--- src/hw/rtl/bfe_pkg.sv ---
// Package of the Bloom filter engine: item types, action codes, hash constants and states.
`default_nettype none

package bfe_pkg;

	// Action codes of an input item.
	localparam logic [1:0] ACT_ADD   = 2'd0;
	localparam logic [1:0] ACT_QUERY = 2'd1;
	localparam logic [1:0] ACT_CLEAR = 2'd2;

	// Multipliers of the two hashes.
	localparam logic [63:0] HASH_MUL_A = 64'h9E3779B97F4A7C15;
	localparam logic [63:0] HASH_MUL_B = 64'hC96C5795D7870F42;

	// Width of one memory row and of the bit offset inside it.
	localparam int unsigned ROW_W  = 32;
	localparam int unsigned BIT_AW = 5;

	// Field widths of a result item and the percent scale.
	localparam int unsigned OUT_CNT_W = 17;
	localparam int unsigned PCT_W     = 7;
	localparam int unsigned SAT_SCALE = 100;

	// Entries of the queue between front and back.
	localparam int unsigned QUEUE_DEPTH = 2;
	localparam int unsigned QUEUE_AW    = 1;

	typedef struct packed {
		logic [1:0]  action;
		logic [63:0] key;
	} cmd_t;

	typedef struct packed {
		logic                 maybe_present;
		logic [OUT_CNT_W-1:0] ones_count;
		logic                 needs_rebuild;
		logic [PCT_W-1:0]     saturation_percent;
	} res_t;

	typedef enum logic [2:0] {
		BK_INIT,
		BK_IDLE,
		BK_HASH,
		BK_CLEAR,
		BK_DONE
	} back_state_t;

endpackage

`default_nettype wire

--- src/hw/rtl/bfe_queue.sv ---
// Short queue that decouples the front part from the back part.
`default_nettype none

module bfe_queue #(
	parameter int unsigned WIDTH = 34
) (
	input  wire logic             clk,
	input  wire logic             arst_n,
	input  wire logic             push_valid,
	output logic                  push_ready,
	input  wire logic [WIDTH-1:0] push_data,
	output logic                  pop_valid,
	input  wire logic             pop_ready,
	output logic [WIDTH-1:0]      pop_data
);

	logic [WIDTH-1:0]              entry_q [bfe_pkg::QUEUE_DEPTH];
	logic [bfe_pkg::QUEUE_AW-1:0]  wr_ptr_q;
	logic [bfe_pkg::QUEUE_AW-1:0]  rd_ptr_q;
	logic [bfe_pkg::QUEUE_AW:0]    fill_q;
	logic                          do_push;
	logic                          do_pop;

	assign push_ready = fill_q != (bfe_pkg::QUEUE_AW + 1)'(bfe_pkg::QUEUE_DEPTH);
	assign pop_valid  = fill_q != '0;
	assign pop_data   = entry_q[rd_ptr_q];
	assign do_push    = push_valid && push_ready;
	assign do_pop     = pop_valid && pop_ready;

	always_ff @(posedge clk or negedge arst_n) begin
		if (!arst_n) begin
			wr_ptr_q <= '0;
			rd_ptr_q <= '0;
			fill_q   <= '0;
		end else begin
			if (do_push) begin
				wr_ptr_q <= wr_ptr_q + 1'b1;
			end
			if (do_pop) begin
				rd_ptr_q <= rd_ptr_q + 1'b1;
			end
			if (do_push && !do_pop) begin
				fill_q <= fill_q + 1'b1;
			end else if (do_pop && !do_push) begin
				fill_q <= fill_q - 1'b1;
			end
		end
	end

	always_ff @(posedge clk) begin
		if (do_push) begin
			entry_q[wr_ptr_q] <= push_data;
		end
	end

endmodule

`default_nettype wire

--- config.mk ---
export PLATFORM = sky130hd
export DESIGN_NAME = bfe_queue
export DESIGN_NICKNAME = d
export VERILOG_FILES = /design/src/hw/rtl/bfe_pkg.sv /design/src/hw/rtl/bfe_queue.sv
export SDC_FILE = /design/constraint.sdc
export NUM_CORES = 1
export LEC_CHECK = 0
export BUFFER_PORTS_ARGS = -buffer_cell sky130_fd_sc_hd__buf_2
export CORE_MARGIN = 3
export CORE_UTILIZATION = 40
export CTS_BUF_LIST = sky130_fd_sc_hd__clkbuf_4 sky130_fd_sc_hd__clkbuf_8 sky130_fd_sc_hd__clkbuf_16
export CTS_CLUSTER_DIAMETER = 100
export CTS_CLUSTER_SIZE = 24
export DETAILED_ROUTE_END_ITERATION = 10
export GPL_ROUTABILITY_DRIVEN = 0
export GPL_TIMING_DRIVEN = 0
export PLACE_DENSITY = 0.59
export SYNTH_ARGS = -nofsm -noshare
export SYNTH_HDL_FRONTEND = slang
export SYNTH_SLANG_ARGS = --single-unit
--- constraint.sdc ---
create_clock -name clk -period 4.41 [get_ports clk]
set_input_delay 0.882 -clock clk [delete_from_list [all_inputs] [get_ports clk]]
set_output_delay 0.882 -clock clk [all_outputs]
set_load 0.02 [all_outputs]
== Word level (Yosys, flattened, before mapping) ==
Memories as Yosys holds them, arrays and structs flattened.
Cells that the tools add are included.

* Logic and storage cells: 21
* Memory bits (writable): 68
* Memories kept: 1
* Bits in registers: 4

* Add/sub/neg operators: 4
* Muxes and demuxes: 4
* Reduce and logical (&&, ||, !) cells: 8
* Eq/ne operators: 1

{| class="wikitable"
|+ Memory list
! name !! words !! bits a word !! read ports !! clocked after memory_dff !! wr ports !! RTL line !! source
|-
| entry_q || 2 || 34 || 1 || 0 || 1 || bfe_queue.sv:17 || <nowiki>logic [WIDTH-1:0] entry_q [bfe_pkg::QUEUE_DEPTH];</nowiki>
|}

{| class="wikitable"
|+ Operators with widths
! operator !! number
|-
| $logic_and A1 B1 Y1 || 4
|-
| $mux W2 || 2
|-
| $reduce_bool A2 Y1 || 2
|-
| $add A1 B1 Y1 const B || 2
|-
| $add A2 B1 Y2 const B || 1
|-
| $logic_not A1 Y1 || 2
|-
| $mux W1 || 2
|-
| $ne A2 B2 Y1 const B || 1
|-
| $sub A2 B1 Y2 const B || 1
|}

== Logic depth before layout (Yosys ltp) ==
Gate-level depths: netlist of the first run.

* Depth after elaboration: 6
* Mapped depth: 7
* Depth with buffers taken out: 7

== Least setup slack after synthesis of the first run ==
No wires, ideal clock.

* Path type: input-to-reg
* Start: in push_valid
* End: mem entry_q[0][0], enable pin
* Stages on the path: 2
* Data required time: 3.985 ns
* Setup slack: 1.569 ns
* Data arrival time: 2.416 ns
* Buffers on the path: 0
* Cells stage by stage: nand2_1 > nor2_1

* Longest elaborated chain between the ends: 3

{| class="wikitable"
|+ Ends and longest elaborated chain
! element !! RTL line !! source
|-
| from (decl) || bfe_queue.sv:9 || <nowiki>input wire logic push_valid,</nowiki>
|-
| $logic_and A1 B1 Y1 || bfe_queue.sv:27 || <nowiki>assign do_push = push_valid && push_ready;</nowiki>
|-
| $mux W1 || bfe_queue.sv:51 || <nowiki>if (do_push) begin</nowiki>
|-
| $mux W1 (not written as such) || bfe_queue.sv:52 || <nowiki>entry_q[wr_ptr_q] <= push_data;</nowiki>
|-
| to (decl) || bfe_queue.sv:17 ||
|}

Every way passes these cells.

== Worst setup path in the final report of the first run ==
* Start: reg rd_ptr_q
* End: out pop_data[5]

* Longest elaborated chain between the ends: 1

{| class="wikitable"
|+ Ends and longest elaborated chain
! element !! RTL line !! source
|-
| from (decl) || bfe_queue.sv:19 || <nowiki>logic [bfe_pkg::QUEUE_AW-1:0] rd_ptr_q;</nowiki>
|-
| from (signal assigned) || bfe_queue.sv:40 || <nowiki>rd_ptr_q <= rd_ptr_q + 1'b1;</nowiki>
|-
| $mem_v2 Z2 W34 || - ||
|-
| to (decl) || bfe_queue.sv:14 || <nowiki>output logic [WIDTH-1:0] pop_data</nowiki>
|}

Every way passes these cells.

==> flow_metrics.tcl, run 1 <==
set metrics [dict create \
    status "complete, no violations" \
    finClkSkew_ns 0.00600 \
    synthesis.nets 163 \
    synth_warnings 0 \
    antenna_found_initial 0 \
    num_vias 1360 \
    first_iter_violations 34 \
    final_cells 307 \
    clk_latency_ns 0.33 \
    met3_length_um 280 \
    arrival_ns 1.46 \
    cts_buffers 9 \
    worstPathRequired_ns 3.53 \
    drive_gt1_share_pct 59.8 \
    synth.distinct_cells 15 \
    critical_path_buf_inv_count 3 \
    rows 29 \
    r2r_cells 2 \
    cts_tree "yes" \
    min_period_ns 2.35 \
    placed_cells 291 \
    track_usage_pct 12.0 \
    io-pin-count 74 \
    drc 0 \
    slew_violations 0 \
    rsz0062_at_grt "no" \
    r2r_start "fill_q[0]" \
    synthesis.area_mm2 0.00280 \
    met2_length_um 2390 \
    routed_via_density 4.43 \
    max_slew_margin_pct 44.6 \
    die_w_um 89.7 \
    n_antenna_cell 0 \
    cp_top_family "buffers and inverters" \
    cts_root_buf "clkbuf_8" \
    grt_pass1_vias 1473 \
    rrSetupSlack_ns 2.68 \
    internal-power_w 0.00175 \
    combPwrFrac_pct 37.2 \
    post-dp-hpwl_um 3130 \
    area_growth_pct 26.9 \
    final_cell_mix "buf_2, edfxtp_1, mux2_4" \
    slowest_stage "dfrtp_1" \
    ys_seq_elements 72 \
    seq_power_share_pct 39.1 \
    final_common_cell "buf_2" \
    grt_max_degree 35 \
    fillCellCount 540 \
    critPathMaxStageDelay_ns 0.37 \
    core_area_mm2 0.00657 \
    wl_met1_um 1840 \
    crit_fanout 10 \
    ctsResizeCount 0 \
    post_cts_buffers 0 \
    hold_violations 0 \
    dr.pass1.iters 4 \
    period_share_pct 53.2 \
    overflow 0 \
    clk_path_buf_depth 2 \
    cap_violations 0 \
    routed_wl_um 4550 \
    finalSetupTns_ns 0 \
    avgRoutedWirePerCell_um 14.8 \
    cts_htree_levels 3 \
    clkPwrFrac_pct 23.6 \
    worst_setup_path_start_kind "flip-flop" \
    ant_nets 0 \
    grt_pass1_wl_um 6870 \
    cts.sinks 72 \
    hold_path.class "input pin to asynchronous set/reset pin" \
    max-vdd-ir-drop_v 0.000431 \
    switching_share_pct 30.6 \
    syn_area_per_cell_um2 22.6 \
    reg2reg_to "entry_q[1][0]" \
    io_buffers 73 \
    synthCells 124 \
    switchingPower_w 0.000774 \
    top_layer_used "met4" \
    start_util_pct 42.6 \
    totalPowerFinal_w 0.00253 \
    tightest_slew_ns 0.830 \
    dieArea_mm2 0.00804 \
    p_leak_nw 1.43 \
    path_class "flip-flop to output pin" \
    worstPathCellList "buf_6 -> buf_12 -> mux2_4 -> buf_2" \
    synth-seq-area-share_pct 76.5 \
    cts_hold_buf 0 \
    nNetsFinal 248 \
    end_kind "output pin" \
    path_clk_slew_ns 0.07 \
    finalSetupViolCount 0 \
    fmax_ghz 0.426 \
    p_per_area_mw_per_mm2 712 \
    die_y_um 89.7 \
]
[Yosys cell counts]
master / count / area, µm²
edfxtp_1: 68 / 2040
mux2_4: 29 / 435
mux2_2: 5 / 56.3
dfrtp_1: 4 / 100
buf_12: 3 / 60.1
xnor2_1: 3 / 26.3
nand2_1: 2 / 7.51
nor2_1: 2 / 7.51
xor2_1: 2 / 17.5
and3_1: 1 / 6.26
buf_6: 1 / 11.3
ha_1: 1 / 12.5
inv_1: 1 / 3.75
nand2b_1: 1 / 6.26
or2_1: 1 / 6.26
[registers in the layout, summed over array words and instances, names as in the netlist]
signal    cells
wr_ptr_q      1
rd_ptr_q      1
fill_q        2
entry_q      68
[power groups by stage]
stage | clock (W) | combinational [W] | sequential, W
2_1_floorplan | 0 | 0.000705 | 0.000991
3_3_place_gp | 0 | 0.000919 | 0.00100
3_5_place_dp | 0 | 0.000958 | 0.00101
4_1_cts | 0.000614 | 0.000963 | 0.000992
5_1_grt | 0.000646 | 0.00101 | 0.00100
6_report | 0.000597 | 0.000941 | 0.000989
[kinds of logic after synthesis]
kind of cell / Yosys count / synth area share, %
flops: 72 / 76.5
fa+ha+maj: 1 / 0.447
xor+xnor: 5 / 1.56
mux: 34 / 17.6
simple gates: 7 / 1.21
buf+inv: 5 / 2.68
[per-layer routing]
| metal | vias to the layer above | global-route usage (%) |
|---|---|---|
| met3 | 6 | 4.38 |
| met4 | 0 | 6.50 |
| met5 | - | 0 |
| li1 | 648 | - |
| met2 | 56 | 20.5 |
| met1 | 650 | 13.0 |
[worst max-delay path by stage]
stage,end,cells past startpoint,slack [ns],from
2_1_floorplan,entry_q[0][0],2,1.57,push_valid
3_3_place_gp,entry_q[0][0],3,0.77,push_valid
3_5_place_dp,entry_q[1][2],2,2.28,push_valid
4_1_cts,pop_data[17],4,2.03,rd_ptr_q
5_1_grt,pop_data[10],4,1.99,rd_ptr_q
6_report,pop_data[5],4,2.06,rd_ptr_q
[metrics by stage]
step	hold slack [ns]	util, %	setup WS, ns	area (µm²)
2_1_floorplan	0.456	-	1.57	2800
3_3_place_gp	0.473	50.0	0.769	3280
3_5_place_dp	0.490	50.5	2.28	3320
4_1_cts	0.328	54.1	2.03	3550
5_1_grt	0.325	54.1	1.99	3550
6_report	0.348	54.1	2.06	3550
[final cells by class]
| cell class | count | area [µm²] | share of cell area, % |
|---|---|---|---|
| tap | 93 | 116 | 3.28 |
| clock buffer | 9 | 124 | 3.49 |
| clock inverter | 7 | 110 | 3.10 |
| multi-input combinational | 47 | 591 | 16.6 |
| sequential | 72 | 2140 | 60.3 |
| buffer | 4 | 71.3 | 2.01 |
| timing repair buffer | 74 | 393 | 11.1 |
| inverter | 1 | 3.75 | 0.106 |
[worst register-to-register path, cell delays in order (launching register included)]
cell      delay (ns)
dfrtp_1         0.41
nand2b_1        0.17
and3_2          0.76
Note: power is estimated with default switching activity, not from simulation.
==> run 2: changes to the inputs <==
Settings changed: ABC_AREA set to 1, PLACE_DENSITY 0.59 to 0.62.
Clock period 4.41 ns to 2.05 ns, I/O delays scaled along.
==> run 2 against run 1 <==
  * Total power rose by 120%
  * Non-clock buffer count is 5 higher
  * Cell count is 22% higher
  * Critical path depth grew 2
  * Sequential power rose by 110%
  * Sequential share of layout area is 0.28 points higher
  * Register-to-register slack worse by 2.3 ns
  * Global-route usage up 1.7 points
==> flow_metrics.tcl, run 2 <==
set metrics [dict create \
    critical_path_buf_inv_count 4 \
    synthCells 206 \
    synth_warnings 0 \
    ctsResizeCount 0 \
    finalSetupTns_ns 0 \
    top_regs "entry_q x68, fill_q x2" \
    finalSetupViolCount 0 \
    antenna_found_initial 0 \
    io-pin-count 74 \
    synthesis.nets 245 \
    cap_violations 0 \
    totalPowerFinal_w 0.00552 \
    synth-seq-area-share_pct 77.6 \
    post_cts_buffers 0 \
    largest_reg_flops 68 \
    drc 0 \
    path_clk_slew_ns 0.07 \
    p_leak_nw 1.55 \
    die_w_um 89.1 \
    critPathMaxStageDelay_ns 0.38 \
    n_antenna_cell 0 \
    synth_area_leaders "edfxtp_1, nand2_1, dfrtp_1" \
    synth.distinct_cells 16 \
    area_growth_pct 28.1 \
    holdPathStages 1 \
    cts_root_buf "clkbuf_8" \
    synth_edf_count 68 \
    finClkSkew_ns 0.00749 \
    synth_ff_type "edfxtp_1" \
    rrSetupSlack_ns 0.40 \
    rows 29 \
    slowest_stage "dfrtp_1" \
    core_area_mm2 0.00653 \
    hold_violations 0 \
    fillCellCount 577 \
    avgRoutedWirePerCell_um 13.3 \
    min_period_ns 1.77 \
    post-dp-hpwl_um 3370 \
    clk_latency_ns 0.33 \
    max-vdd-ir-drop_v 0.000646 \
    r2r_start "fill_q[0]" \
    synth_most_common_cell "nand2_1" \
    worstPathRequired_ns 1.64 \
    path_class "flip-flop to output pin" \
    final_area_mm2 0.00353 \
    routed_via_density 4.50 \
    holdPathEnd "entry_q[1][3]" \
    nNetsFinal 332 \
    routed_wl_um 5000 \
    io_buffers 73 \
    arrival_ns 1.36 \
    status "complete, no violations" \
    dr.pass1.iters 4 \
    ant_nets 0 \
    num_vias 1687 \
    cts_tree "yes" \
    end_kind "output pin" \
    placed_area_mm2 0.00329 \
    overflow 0 \
    grt_pass1_wl_um 7850 \
    reg2reg_to "entry_q[0][19]" \
    yosys.area.top_type "edfxtp_1" \
    synth_commonest_cells "nand2_1, edfxtp_1, nand2_2, inv_1, dfrtp_1" \
    track_usage_pct 13.7 \
    postSynth.asyncResetShare_pct 5.56 \
    placed_cells 358 \
    cp_top_family "buffers and inverters" \
    start_util_pct 42.2 \
    worst_setup_path_start_kind "flip-flop" \
    cts_htree_levels 3 \
    final_common_cell "nand2_1" \
    p_per_area_mw_per_mm2 1560 \
    crit_fanout 10 \
    synthesis.area_mm2 0.00276 \
    fmax_ghz 0.565 \
    clk_path_buf_depth 2 \
    syn_area_per_cell_um2 13.4 \
    period_share_pct 86.3 \
    hold_path.class "input pin to flip-flop" \
    first_iter_violations 58 \
    final_cells 375 \
    holdCritStartpoint "push_data[3]" \
    grt_pass1_vias 1743 \
    max_slew_margin_pct 62.7 \
    cts_buffers 9 \
    regMostFlops "entry_q" \
    utilization_pct 54.1 \
    rsz0062_at_grt "no" \
    cts_hold_buf 1 \
    slew_violations 0 \
    cts.sinks 72 \
    r2r_cells 5 \
    worstPathCellList "buf_6 -> inv_8 -> buf_6 -> nand2_1 -> nand2_1 -> buf_2" \
    ys_seq_elements 72 \
    final_cell_mix "nand2_1, buf_2, edfxtp_1" \
    grt_max_degree 22 \
    tightest_slew_ns 0.558 \
    synth_top_area_share_pct 74.0 \
    drive_gt1_share_pct 37.9 \
    die_y_um 89.1 \
    dieArea_mm2 0.00793 \
]
run 2: changes by cell type in the layout (fill, tap and decap cells not counted), sizes merged, moves of 2 or more:
cell	before	now
buf	78	82
inv	1	7
mux2	34	0
nand2	2	112
nand3	0	2
xnor2	3	1
run 2: stage by stage:
| step | hold slack [ns] | setup slack, ns |
|---|---|---|
| global route | 0.246 | 0.156 |
| global placement | 0.225 | -1.34 |
| CTS | 0.247 | 0.237 |
| floorplan | 0.114 | -0.470 |
| finish | 0.269 | 0.281 |
| detailed placement | 0.225 | 0.374 |
run 2: kinds of logic (layout without fill, tap and decap cells):
family / count (synthesis) / after routing / share of synthesized area, %
XOR/XNOR: 2 / 2 / 0.635
buffers and inverters: 14 / 106 / 3.99
AND/OR/NAND/NOR: 117 / 117 / 17.3
adder cells (fa/ha/maj): 1 / 1 / 0.453
flip-flops: 72 / 72 / 77.6
run 2: worst max path at each step:
stage,from,end,slack (ns),depth (start not counted)
after CTS,rd_ptr_q,pop_data[10],0.24,6
after global placement,fill_q[0],entry_q[0][0],-1.34,4
after global routing,rd_ptr_q,pop_data[28],0.16,6
final,rd_ptr_q,pop_data[28],0.28,6
after floorplan,fill_q[0],entry_q[0][0],-0.47,4
after detailed placement,fill_q[0],entry_q[0][17],0.37,5
run 2: cell type report:
| type | instances | area, µm² | share of cell area [%] |
|---|---|---|---|
| tap | 77 | 96.3 | 2.73 |
| clock inverter | 7 | 110 | 3.12 |
| sequential | 72 | 2140 | 60.6 |
| buffer | 7 | 76.3 | 2.16 |
| timing repair buffer | 76 | 430 | 12.2 |
| clock buffer | 9 | 124 | 3.50 |
| multi-input combinational | 120 | 522 | 14.8 |
| inverter | 7 | 33.8 | 0.956 |
run 2: layer usage:
layer | vias up | track usage, % | wire (µm)
met1 | 767 | 15.4 | 2200
li1 | 863 | - | -
met2 | 53 | 23.1 | 2450
met3 | 4 | 5.44 | 322
met5 | - | 0 | 0
met4 | 0 | 6.09 | 36
run 2: power by group:
part           total [W]  internal (W)  leakage (nW)  switching [W]
Clock            0.00129      0.000798         0.114       0.000490
Sequential       0.00211       0.00201         0.680       0.000100
Combinational    0.00212      0.000721         0.752        0.00139
Total            0.00552       0.00353          1.55        0.00198
